--- config.mk ---
export PLATFORM = sky130hd
export DESIGN_NAME = rv32i_alu_jump_execute
export DESIGN_NICKNAME = d
export VERILOG_FILES = /design/src/hdl/rvex_pkg.sv /design/src/hdl/rvex_regfile.sv /design/src/hdl/rvex_exec.sv /design/src/hdl/rv32i_alu_jump_execute.sv
export SDC_FILE = /design/constraint.sdc
export NUM_CORES = 2
export LEC_CHECK = 0
export BUFFER_PORTS_ARGS = -buffer_cell sky130_fd_sc_hd__buf_2
export CORE_MARGIN = 5
export CORE_UTILIZATION = 36
export CTS_CLUSTER_DIAMETER = 100
export DETAILED_ROUTE_END_ITERATION = 6
export REMOVE_ABC_BUFFERS = 1
export SYNTH_ARGS = -nofsm -noshare
export SYNTH_HDL_FRONTEND = slang
export SYNTH_SLANG_ARGS = --single-unit
--- constraint.sdc ---
create_clock -name clk -period 17.2 [get_ports clk]
set_input_delay 1.72 -clock clk [delete_from_list [all_inputs] [get_ports clk]]
set_output_delay 1.72 -clock clk [all_outputs]
set_load 0.02 [all_outputs]
--- src/hdl/rvex_pkg.sv ---
// Shared types and constants for the RV32I integer execute block.
package rvex_pkg;

	localparam int unsigned XLEN      = 32;
	localparam int unsigned REG_COUNT = 32;
	localparam int unsigned REG_AW    = $clog2(REG_COUNT);

	typedef logic [XLEN-1:0]   word_t;
	typedef logic [REG_AW-1:0] reg_addr_t;

	typedef enum logic [6:0] {
		OPC_OP    = 7'h33,
		OPC_OPIMM = 7'h13,
		OPC_LUI   = 7'h37,
		OPC_AUIPC = 7'h17,
		OPC_JAL   = 7'h6F,
		OPC_JALR  = 7'h67
	} opcode_t;

	localparam logic [2:0] F3_ADD  = 3'd0;
	localparam logic [2:0] F3_SLL  = 3'd1;
	localparam logic [2:0] F3_SLT  = 3'd2;
	localparam logic [2:0] F3_SLTU = 3'd3;
	localparam logic [2:0] F3_XOR  = 3'd4;
	localparam logic [2:0] F3_SRL  = 3'd5;
	localparam logic [2:0] F3_OR   = 3'd6;
	localparam logic [2:0] F3_AND  = 3'd7;

	typedef struct packed {
		logic      en;
		reg_addr_t addr;
		word_t     data;
	} rf_write_t;

	typedef struct packed {
		word_t next_pc;
		word_t value;
		logic  write;
		logic  known;
	} exec_result_t;

endpackage

--- src/hdl/rvex_regfile.sv ---
// Register file with two registered read ports, write-first bypass and reset valid bits.
module rvex_regfile (
	input  logic                  clk,
	input  logic                  arst_n,
	input  rvex_pkg::rf_write_t   wr,
	input  logic                  rd_en,
	input  rvex_pkg::reg_addr_t   rd_addr_a,
	input  rvex_pkg::reg_addr_t   rd_addr_b,
	output rvex_pkg::word_t       rd_data_a,
	output rvex_pkg::word_t       rd_data_b
);

	rvex_pkg::word_t                  mem [rvex_pkg::REG_COUNT];
	logic [rvex_pkg::REG_COUNT-1:0]   valid_q;
	rvex_pkg::word_t                  rd_data_a_q;
	rvex_pkg::word_t                  rd_data_b_q;

	always_ff @(posedge clk or negedge arst_n) begin
		if (!arst_n) begin
			valid_q <= '0;
		end else if (wr.en) begin
			valid_q[wr.addr] <= 1'b1;
		end
	end

	always_ff @(posedge clk) begin
		if (wr.en) begin
			mem[wr.addr] <= wr.data;
		end
	end

	always_ff @(posedge clk) begin
		if (rd_en) begin
			if (wr.en && wr.addr == rd_addr_a) begin
				rd_data_a_q <= wr.data;
			end else if (valid_q[rd_addr_a]) begin
				rd_data_a_q <= mem[rd_addr_a];
			end else begin
				rd_data_a_q <= '0;
			end
			if (wr.en && wr.addr == rd_addr_b) begin
				rd_data_b_q <= wr.data;
			end else if (valid_q[rd_addr_b]) begin
				rd_data_b_q <= mem[rd_addr_b];
			end else begin
				rd_data_b_q <= '0;
			end
		end
	end

	assign rd_data_a = rd_data_a_q;
	assign rd_data_b = rd_data_b_q;

endmodule

--- src/hdl/rvex_exec.sv ---
// Combinational decode, ALU and next-PC logic for one instruction.
module rvex_exec (
	input  logic [31:0]              instruction,
	input  rvex_pkg::word_t          pc,
	input  rvex_pkg::word_t          rs1_data,
	input  rvex_pkg::word_t          rs2_data,
	output rvex_pkg::exec_result_t   result
);

	logic [2:0]      f3;
	logic            f7nz;
	rvex_pkg::word_t imm_i;
	rvex_pkg::word_t imm_u;
	rvex_pkg::word_t imm_j;
	rvex_pkg::word_t pc_plus4;
	rvex_pkg::word_t alu_b;
	logic            alu_alt;
	logic            alu_sub;
	rvex_pkg::word_t alu_out;
	logic [4:0]      shamt;

	assign f3       = instruction[14:12];
	assign f7nz     = |instruction[31:25];
	assign imm_i    = {{20{instruction[31]}}, instruction[31:20]};
	assign imm_u    = {instruction[31:12], 12'h000};
	assign imm_j    = {{11{instruction[31]}}, instruction[31], instruction[19:12],
		instruction[20], instruction[30:21], 1'b0};
	assign pc_plus4 = pc + 32'd4;

	always_comb begin
		alu_b   = rs2_data;
		alu_alt = f7nz;
		alu_sub = f7nz;
		if (instruction[6:0] == rvex_pkg::OPC_OPIMM) begin
			alu_b   = imm_i;
			alu_alt = (f3 == rvex_pkg::F3_SRL) && f7nz;
			alu_sub = 1'b0;
		end
	end

	assign shamt = alu_b[4:0];

	always_comb begin
		unique case (f3)
			rvex_pkg::F3_ADD:  alu_out = alu_sub ? rs1_data - alu_b : rs1_data + alu_b;
			rvex_pkg::F3_SLL:  alu_out = rs1_data << shamt;
			rvex_pkg::F3_SLT:  alu_out = {31'd0, $signed(rs1_data) < $signed(alu_b)};
			rvex_pkg::F3_SLTU: alu_out = {31'd0, rs1_data < alu_b};
			rvex_pkg::F3_XOR:  alu_out = rs1_data ^ alu_b;
			rvex_pkg::F3_SRL:  alu_out = alu_alt ? rvex_pkg::word_t'($signed(rs1_data) >>> shamt)
				: rs1_data >> shamt;
			rvex_pkg::F3_OR:   alu_out = rs1_data | alu_b;
			rvex_pkg::F3_AND:  alu_out = rs1_data & alu_b;
			default:           alu_out = '0;
		endcase
	end

	always_comb begin
		result.next_pc = pc_plus4;
		result.value   = '0;
		result.known   = 1'b1;
		unique case (instruction[6:0])
			rvex_pkg::OPC_OP, rvex_pkg::OPC_OPIMM: begin
				result.value = alu_out;
			end
			rvex_pkg::OPC_LUI: begin
				result.value = imm_u;
			end
			rvex_pkg::OPC_AUIPC: begin
				result.value = pc + imm_u;
			end
			rvex_pkg::OPC_JAL: begin
				result.value   = pc_plus4;
				result.next_pc = pc + imm_j;
			end
			rvex_pkg::OPC_JALR: begin
				result.value   = pc_plus4;
				result.next_pc = (rs1_data + imm_i) & ~32'd1;
			end
			default: begin
				result.known = 1'b0;
			end
		endcase
		result.write = result.known && (instruction[11:7] != 5'd0);
		if (!result.write) begin
			result.value = '0;
		end
	end

endmodule

--- src/hdl/rv32i_alu_jump_execute.sv ---
// Top level of the RV32I integer execute block: input stage, PC, register file and result register.
// One instruction is accepted per cycle while out_ready is high. An accepted instruction is held in
// an input register together with its two source operands, read from the register file at the edge
// of acceptance; in the next cycle it is executed and its result loaded into the result register
// unless out_ready holds it back, so the block sustains one instruction per clock. The rate is set
// by the register file write-first bypass, which hands a result straight to the source read of the
// instruction accepted at the same edge. Writing cfg_write_data loads the program counter at once;
// reset clears the PC and the valid bits, so registers read zero until written; x0 always reads zero.
module rv32i_alu_jump_execute (
	input  logic        clk,
	input  logic        arst_n,
	input  logic        cfg_write_en,
	input  logic [31:0] cfg_write_data,
	input  logic        in_valid,
	output logic        in_ready,
	input  logic [31:0] instruction,
	output logic        out_valid,
	input  logic        out_ready,
	output logic [31:0] next_pc,
	output logic [4:0]  dest_index,
	output logic [31:0] dest_value,
	output logic        dest_write,
	output logic        unknown_op
);

	logic                   valid_s1;
	logic [31:0]            instruction_s1;
	rvex_pkg::word_t        rs1_data_s1;
	rvex_pkg::word_t        rs2_data_s1;
	rvex_pkg::word_t        pc_q;
	rvex_pkg::exec_result_t result;
	rvex_pkg::rf_write_t    rf_wr;
	logic                   accept;
	logic                   advance;

	logic                   out_valid_q;
	logic [31:0]            next_pc_q;
	logic [4:0]             dest_index_q;
	logic [31:0]            dest_value_q;
	logic                   dest_write_q;
	logic                   unknown_op_q;

	assign advance  = valid_s1 && (!out_valid_q || out_ready);
	assign in_ready = !valid_s1 || advance;
	assign accept   = in_valid && in_ready;

	rvex_regfile u_regfile (
		.clk       (clk),
		.arst_n    (arst_n),
		.wr        (rf_wr),
		.rd_en     (accept),
		.rd_addr_a (instruction[19:15]),
		.rd_addr_b (instruction[24:20]),
		.rd_data_a (rs1_data_s1),
		.rd_data_b (rs2_data_s1)
	);

	rvex_exec u_exec (
		.instruction (instruction_s1),
		.pc          (pc_q),
		.rs1_data    (rs1_data_s1),
		.rs2_data    (rs2_data_s1),
		.result      (result)
	);

	assign rf_wr.en   = advance && result.write;
	assign rf_wr.addr = instruction_s1[11:7];
	assign rf_wr.data = result.value;

	always_ff @(posedge clk or negedge arst_n) begin
		if (!arst_n) begin
			valid_s1 <= 1'b0;
		end else if (in_ready) begin
			valid_s1 <= in_valid;
		end
	end

	always_ff @(posedge clk) begin
		if (accept) begin
			instruction_s1 <= instruction;
		end
	end

	always_ff @(posedge clk or negedge arst_n) begin
		if (!arst_n) begin
			pc_q <= '0;
		end else if (cfg_write_en) begin
			pc_q <= cfg_write_data;
		end else if (advance) begin
			pc_q <= result.next_pc;
		end
	end

	always_ff @(posedge clk or negedge arst_n) begin
		if (!arst_n) begin
			out_valid_q <= 1'b0;
		end else if (!out_valid_q || out_ready) begin
			out_valid_q <= valid_s1;
		end
	end

	always_ff @(posedge clk) begin
		if (advance) begin
			next_pc_q    <= result.next_pc;
			dest_index_q <= instruction_s1[11:7];
			dest_value_q <= result.value;
			dest_write_q <= result.write;
			unknown_op_q <= !result.known;
		end
	end

	assign out_valid  = out_valid_q;
	assign next_pc    = next_pc_q;
	assign dest_index = dest_index_q;
	assign dest_value = dest_value_q;
	assign dest_write = dest_write_q;
	assign unknown_op = unknown_op_q;

`ifndef SYNTHESIS
	a_no_x0_write: assert property (@(posedge clk) disable iff (!arst_n)
		rf_wr.en |-> rf_wr.addr != 5'd0)
		else $error("register file write to x0");

	a_write_consistent: assert property (@(posedge clk) disable iff (!arst_n)
		out_valid |-> !(dest_write && (unknown_op || dest_index == 5'd0)))
		else $error("destination write with unknown opcode or x0");

	a_no_write_zero_value: assert property (@(posedge clk) disable iff (!arst_n)
		(out_valid && !dest_write) |-> dest_value == 32'd0)
		else $error("nonzero destination value without a write");

	a_stage_holds: assert property (@(posedge clk) disable iff (!arst_n)
		(valid_s1 && !advance) |=> valid_s1 && $stable(instruction_s1))
		else $error("stalled input stage lost its instruction");
`endif

endmodule
==> results.txt <==
----------------------------------------------------
[Finish]
  Area occupied by multi-input gates ... about 32000 sq um
  Nets@finish ... around 5200
  Filler Cells Inserted ... about 18000
  Post-layout instance area ... between 70000 and 80000 sq um
  Area of all sequential standard cells ... around 37000 sq um
  Layout cell share with drive strength beyond 1 ... 0.258
  Final Util ... 0.409
  Relative area change from synthesis to final layout ... 12.6%

[Global route]
  Total congestion overflow ... 0
  Antenna violations before repair ... 10
  First-pass GRT wire length ... between 300000 and 400000 microns
  Total global routing track utilization ... 0.254
  Maximum number of pins on one net before global-route repair ... approximately 140
  Number of global-route vias before repair ... approximately 48000

[Synthesis]
  FF+latch count, synth ... 1257
  Proportion of synthesized chip area in sequential cells ... 0.528
  Most common flop cell mapped by yosys ... sky130_fd_sc_hd__edfxtp_1
  Avg Synthesized Cell Area ... approximately 15 sq um
  Ys async rst share ... 0.0525
  Yosys warning count ... 0
  Post-synth EDFFs ... around 1200
  Post-synthesis cell type count ... approximately 110
  Instance count of the mapped netlist ... around 4900
  Total standard cell area after synthesis ... between 70000 and 80000 sq um

[Route]
  Detailed Route WL ... roughly 270000 microns
  DRC violation count after routing ... 0
  Number of DRC violations after detailed-routing iteration 0 ... just under 7000
  Number of nets with antenna violations after detailed routing ... 0
  DR WL/cell ... 34.6 microns
  Met2 wire len ... ~120000 microns
  Via count ... between 40000 and 50000
  Via density ... between 6 and 7
  Met3 wirelength from detailed routing ... 24900 microns
  Top routing layer in use ... met5
  M1 wire length ... 108000 microns
  Number of optimization iterations in the first detailed-route pass ... 5

[Critical path]
  Data arrival time of the worst path ... 8.34 ns
  Critical path startpoint category ... register
  Kind of capture point of the worst setup path ... register
  Worst R2R Setup Slack ... approximately 9.3 ns
  Maximum fanout along the worst path ... between 50 and 60
  Crit path largest cell delay ... 1.10 ns
  Cell class contributing the biggest share of worst-path delay ... compound AO/OA/AOI/OAI gates
  Worst path bufs/invs ... 5
  Crit path required time ... 17.65 ns
  Worst path most repeated cell ... sky130_fd_sc_hd__buf_4
  Type of the worst setup path ... register to register
  Crit path cell chain ... buf_4 -> and4b_1 -> and3_1 -> nor2_4 -> buf_4 -> inv_2 -> buf_4 -> ha_1 -> o211a_1 -> a21oi_1 -> o31ai_1 -> a211oi_1 -> buf_4 -> o31ai_1 -> a41oi_1 -> xnor2_1 -> nor2_1 -> o41ai_2 -> and2_1
  Crit-path slowest cell ... sky130_fd_sc_hd__o31ai_1

[Power]
  Worst supply voltage drop on vdd ... around 0.000094 V
  Power density over cell area ... 93.1 nW/um^2
  Total leakage power ... 23.7 nW

[Place]
  Gpl congestion ... roughly 1.1
  Placed inst area ... roughly 75000 sq um
  Number of I/O port buffers ... approximately 140
  Final HPWL DP ... 175000 microns

[Floorplan]
  Rows ... roughly 160
  Boundary Pins ... approximately 140
  DIE HEIGHT ... around 450 microns
  Chip Width ... roughly 450 microns
  Total core area ... 195000 sq um
  Effective utilization at floorplan ... 0.363
  Floorplan die area ... 206000 sq um

[Hold path]
  Worst hold path class ... register to register

[Run]
  Number of maximum-capacitance violations ... 0

[Timing]
  Unrepaired setup endpoints after global routing ... no
  Largest clock skew in the final design ... ~0.077 ns
  Final Hold Violating Endpoints ... 0
  Max-Slew Margin vs Limit ... 0.0987
  Final count of negative-setup-slack endpoints ... 0
  Setup tns final ... 0 ns
  Final slew viol count ... 0
  Max Freq ... ~0.13 GHz
  Final clock period utilization by the worst path ... 0.459
  Minimum clock period ... 7.89 ns
  Slew at the pin closest to its max-slew limit ... between 1 and 1.5 ns

[Clock network]
  Post-CTS Setup Bufs ... 0
  Number of clock sinks ... between 1000 and 1500
  TritonCTS buffer count ... 140
  Post-CTS clock slew at the launch and capture registers of the worst setup and hold paths ... 0.06 ns
  Deepest clock path buffer count ... 3
  Clock Latency Late Sink ... between 0.8 and 0.9 ns
  Maximum level of the CTS H-tree ... 4
  Root buf cell ... sky130_fd_sc_hd__clkbuf_16
  Clock tree from TritonCTS ... yes
  Number of buffers inserted by hold repair at cts ... 0
  Post-cts resize count ... 0

[Run status]
  Outcome ... finished, final reports clean

----------------------------------------------------
-- logic make-up after synthesis --
family                     share of synthesized area
adders and majority gates                     0.0297
and+or+nand+nor                               0.0586
AOI/OAI and AO/OA                              0.109
xor gates and xnor gates                      0.0159
other                                      0.0000529
muxes                                          0.233
buffers and inverters                         0.0266
DFF                                            0.528
-- layout by cell type, fill, tap and decap left out, types with 32 or more instances in the layout --
cell type                      n
sky130_fd_sc_hd__ha_1        162
sky130_fd_sc_hd__nor2_1      193
sky130_fd_sc_hd__nor3_1       53
sky130_fd_sc_hd__clkbuf_16   142
sky130_fd_sc_hd__mux4_2      660
sky130_fd_sc_hd__a31oi_1      48
sky130_fd_sc_hd__buf_4       154
sky130_fd_sc_hd__conb_1       32
sky130_fd_sc_hd__o21ai_0     197
sky130_fd_sc_hd__inv_1       116
sky130_fd_sc_hd__xnor2_1      86
sky130_fd_sc_hd__mux2i_1     151
sky130_fd_sc_hd__and3_1       42
sky130_fd_sc_hd__or2_2        37
sky130_fd_sc_hd__a21o_1       69
sky130_fd_sc_hd__nand2_1     222
sky130_fd_sc_hd__a211oi_1     92
sky130_fd_sc_hd__xor2_1       43
sky130_fd_sc_hd__buf_2       130
sky130_fd_sc_hd__o22ai_1      62
sky130_fd_sc_hd__nand3_1      62
sky130_fd_sc_hd__dfrtp_1      66
sky130_fd_sc_hd__edfxtp_1   1191
sky130_fd_sc_hd__a21oi_1     292
-- area by class of cell --
| cell class | instances | share of cell area |
|---|---|---|
| Timing Repair Buffer | 293 | 0.0244 |
| Multi-Input combinational cell | 3154 | 0.402 |
| Inverter | 122 | 0.00580 |
| Clock inverter | 86 | 0.0122 |
| Tap cell | 2624 | 0.0411 |
| Sequential cell | 1257 | 0.469 |
| Clock buffer | 168 | 0.0459 |
| Antenna cell | 5 | 0.000157 |
-- path summary, 6_finish.rpt --
check,start,cells after the start,end
max,instruction_s1[3],19,u_regfile.mem[20][31]
max in group asynchronous,arst_n,1,pc_q[28]
min,u_regfile.valid_q[0],0,u_regfile.valid_q[0]
max reg2reg,instruction_s1[3],19,u_regfile.mem[20][31]
min reg2reg,u_regfile.valid_q[0],0,u_regfile.valid_q[0]
min in group asynchronous,arst_n,1,u_regfile.valid_q[7]
-- metal layers --
layer | vias up | track usage
met4 | 4 | 0.109
met2 | 2830 | 0.389
li1 | 20200 | -
met1 | 25800 | 0.350
met5 | - | 0
met3 | 522 | 0.0539
-- cell usage after synthesis (42+ instances only) --
master,count,share of area
sky130_fd_sc_hd__a31oi_1,48,0.0042
sky130_fd_sc_hd__nor2_1,244,0.013
sky130_fd_sc_hd__inv_1,117,0.0062
sky130_fd_sc_hd__dfrtp_1,66,0.023
sky130_fd_sc_hd__nor3_1,60,0.0042
sky130_fd_sc_hd__mux4_2,660,0.21
sky130_fd_sc_hd__clkbuf_1,254,0.013
sky130_fd_sc_hd__mux2i_1,151,0.021
sky130_fd_sc_hd__buf_1,62,0.0033
sky130_fd_sc_hd__a21oi_1,292,0.021
sky130_fd_sc_hd__xnor2_1,86,0.011
sky130_fd_sc_hd__o22ai_1,63,0.0056
sky130_fd_sc_hd__and3_1,42,0.0037
sky130_fd_sc_hd__o21ai_0,197,0.014
sky130_fd_sc_hd__xor2_1,43,0.0053
sky130_fd_sc_hd__a211oi_1,93,0.0098
sky130_fd_sc_hd__nand3_1,63,0.0044
sky130_fd_sc_hd__edfxtp_1,1191,0.50
sky130_fd_sc_hd__ha_1,162,0.029
sky130_fd_sc_hd__a21o_1,69,0.0073
sky130_fd_sc_hd__nand2_1,222,0.012
-- worst reg2reg max path, stage by stage (launching register included) --
cell and delay [ns]:
sky130_fd_sc_hd__edfxtp_1 0.36, sky130_fd_sc_hd__buf_4 0.31, sky130_fd_sc_hd__and4b_1 0.60, sky130_fd_sc_hd__and3_1 0.41, sky130_fd_sc_hd__nor2_4 0.06, sky130_fd_sc_hd__buf_4 0.35, sky130_fd_sc_hd__inv_2 0.11, sky130_fd_sc_hd__buf_4 0.46
sky130_fd_sc_hd__ha_1 0.44, sky130_fd_sc_hd__o211a_1 0.20, sky130_fd_sc_hd__a21oi_1 0.10, sky130_fd_sc_hd__o31ai_1 1.10, sky130_fd_sc_hd__a211oi_1 0.19, sky130_fd_sc_hd__buf_4 0.24, sky130_fd_sc_hd__o31ai_1 0.43, sky130_fd_sc_hd__a41oi_1 0.21
sky130_fd_sc_hd__xnor2_1 0.17, sky130_fd_sc_hd__nor2_1 0.07, sky130_fd_sc_hd__o41ai_2 0.81, sky130_fd_sc_hd__and2_1 0.94
-- report_power, final --
group          internal (mW)  total (mW)  switching (mW)
clock network           1.71        3.03            1.31
logic                  0.338       0.966           0.628
registers               3.36        3.43          0.0698
total                   5.42        7.43            2.01
-- stage by stage --
step,total power [mW],hold slack [ns],worst slack (ns),std cells
3_5_place_dp,4.44,0.403,9.67,7450
4_1_cts,7.46,0.416,9.66,7704
5_1_grt,7.67,0.429,9.21,7704
6_report,7.43,0.408,9.31,7709
2_1_floorplan,4.03,0.365,9.05,4533
3_3_place_gp,4.44,0.395,9.66,7450
-- flip-flops by register name (all words and copies together), names as in the netlist, 5 cells and up --
register,count
dest_value,32
u_regfile.rd_data_b,32
u_regfile.mem,1024
pc_q,32
u_regfile.valid_q,32
u_regfile.rd_data_a,32
instruction_s1,32
dest_index,5
next_pc,32
(Power assumes the default switching activity.)
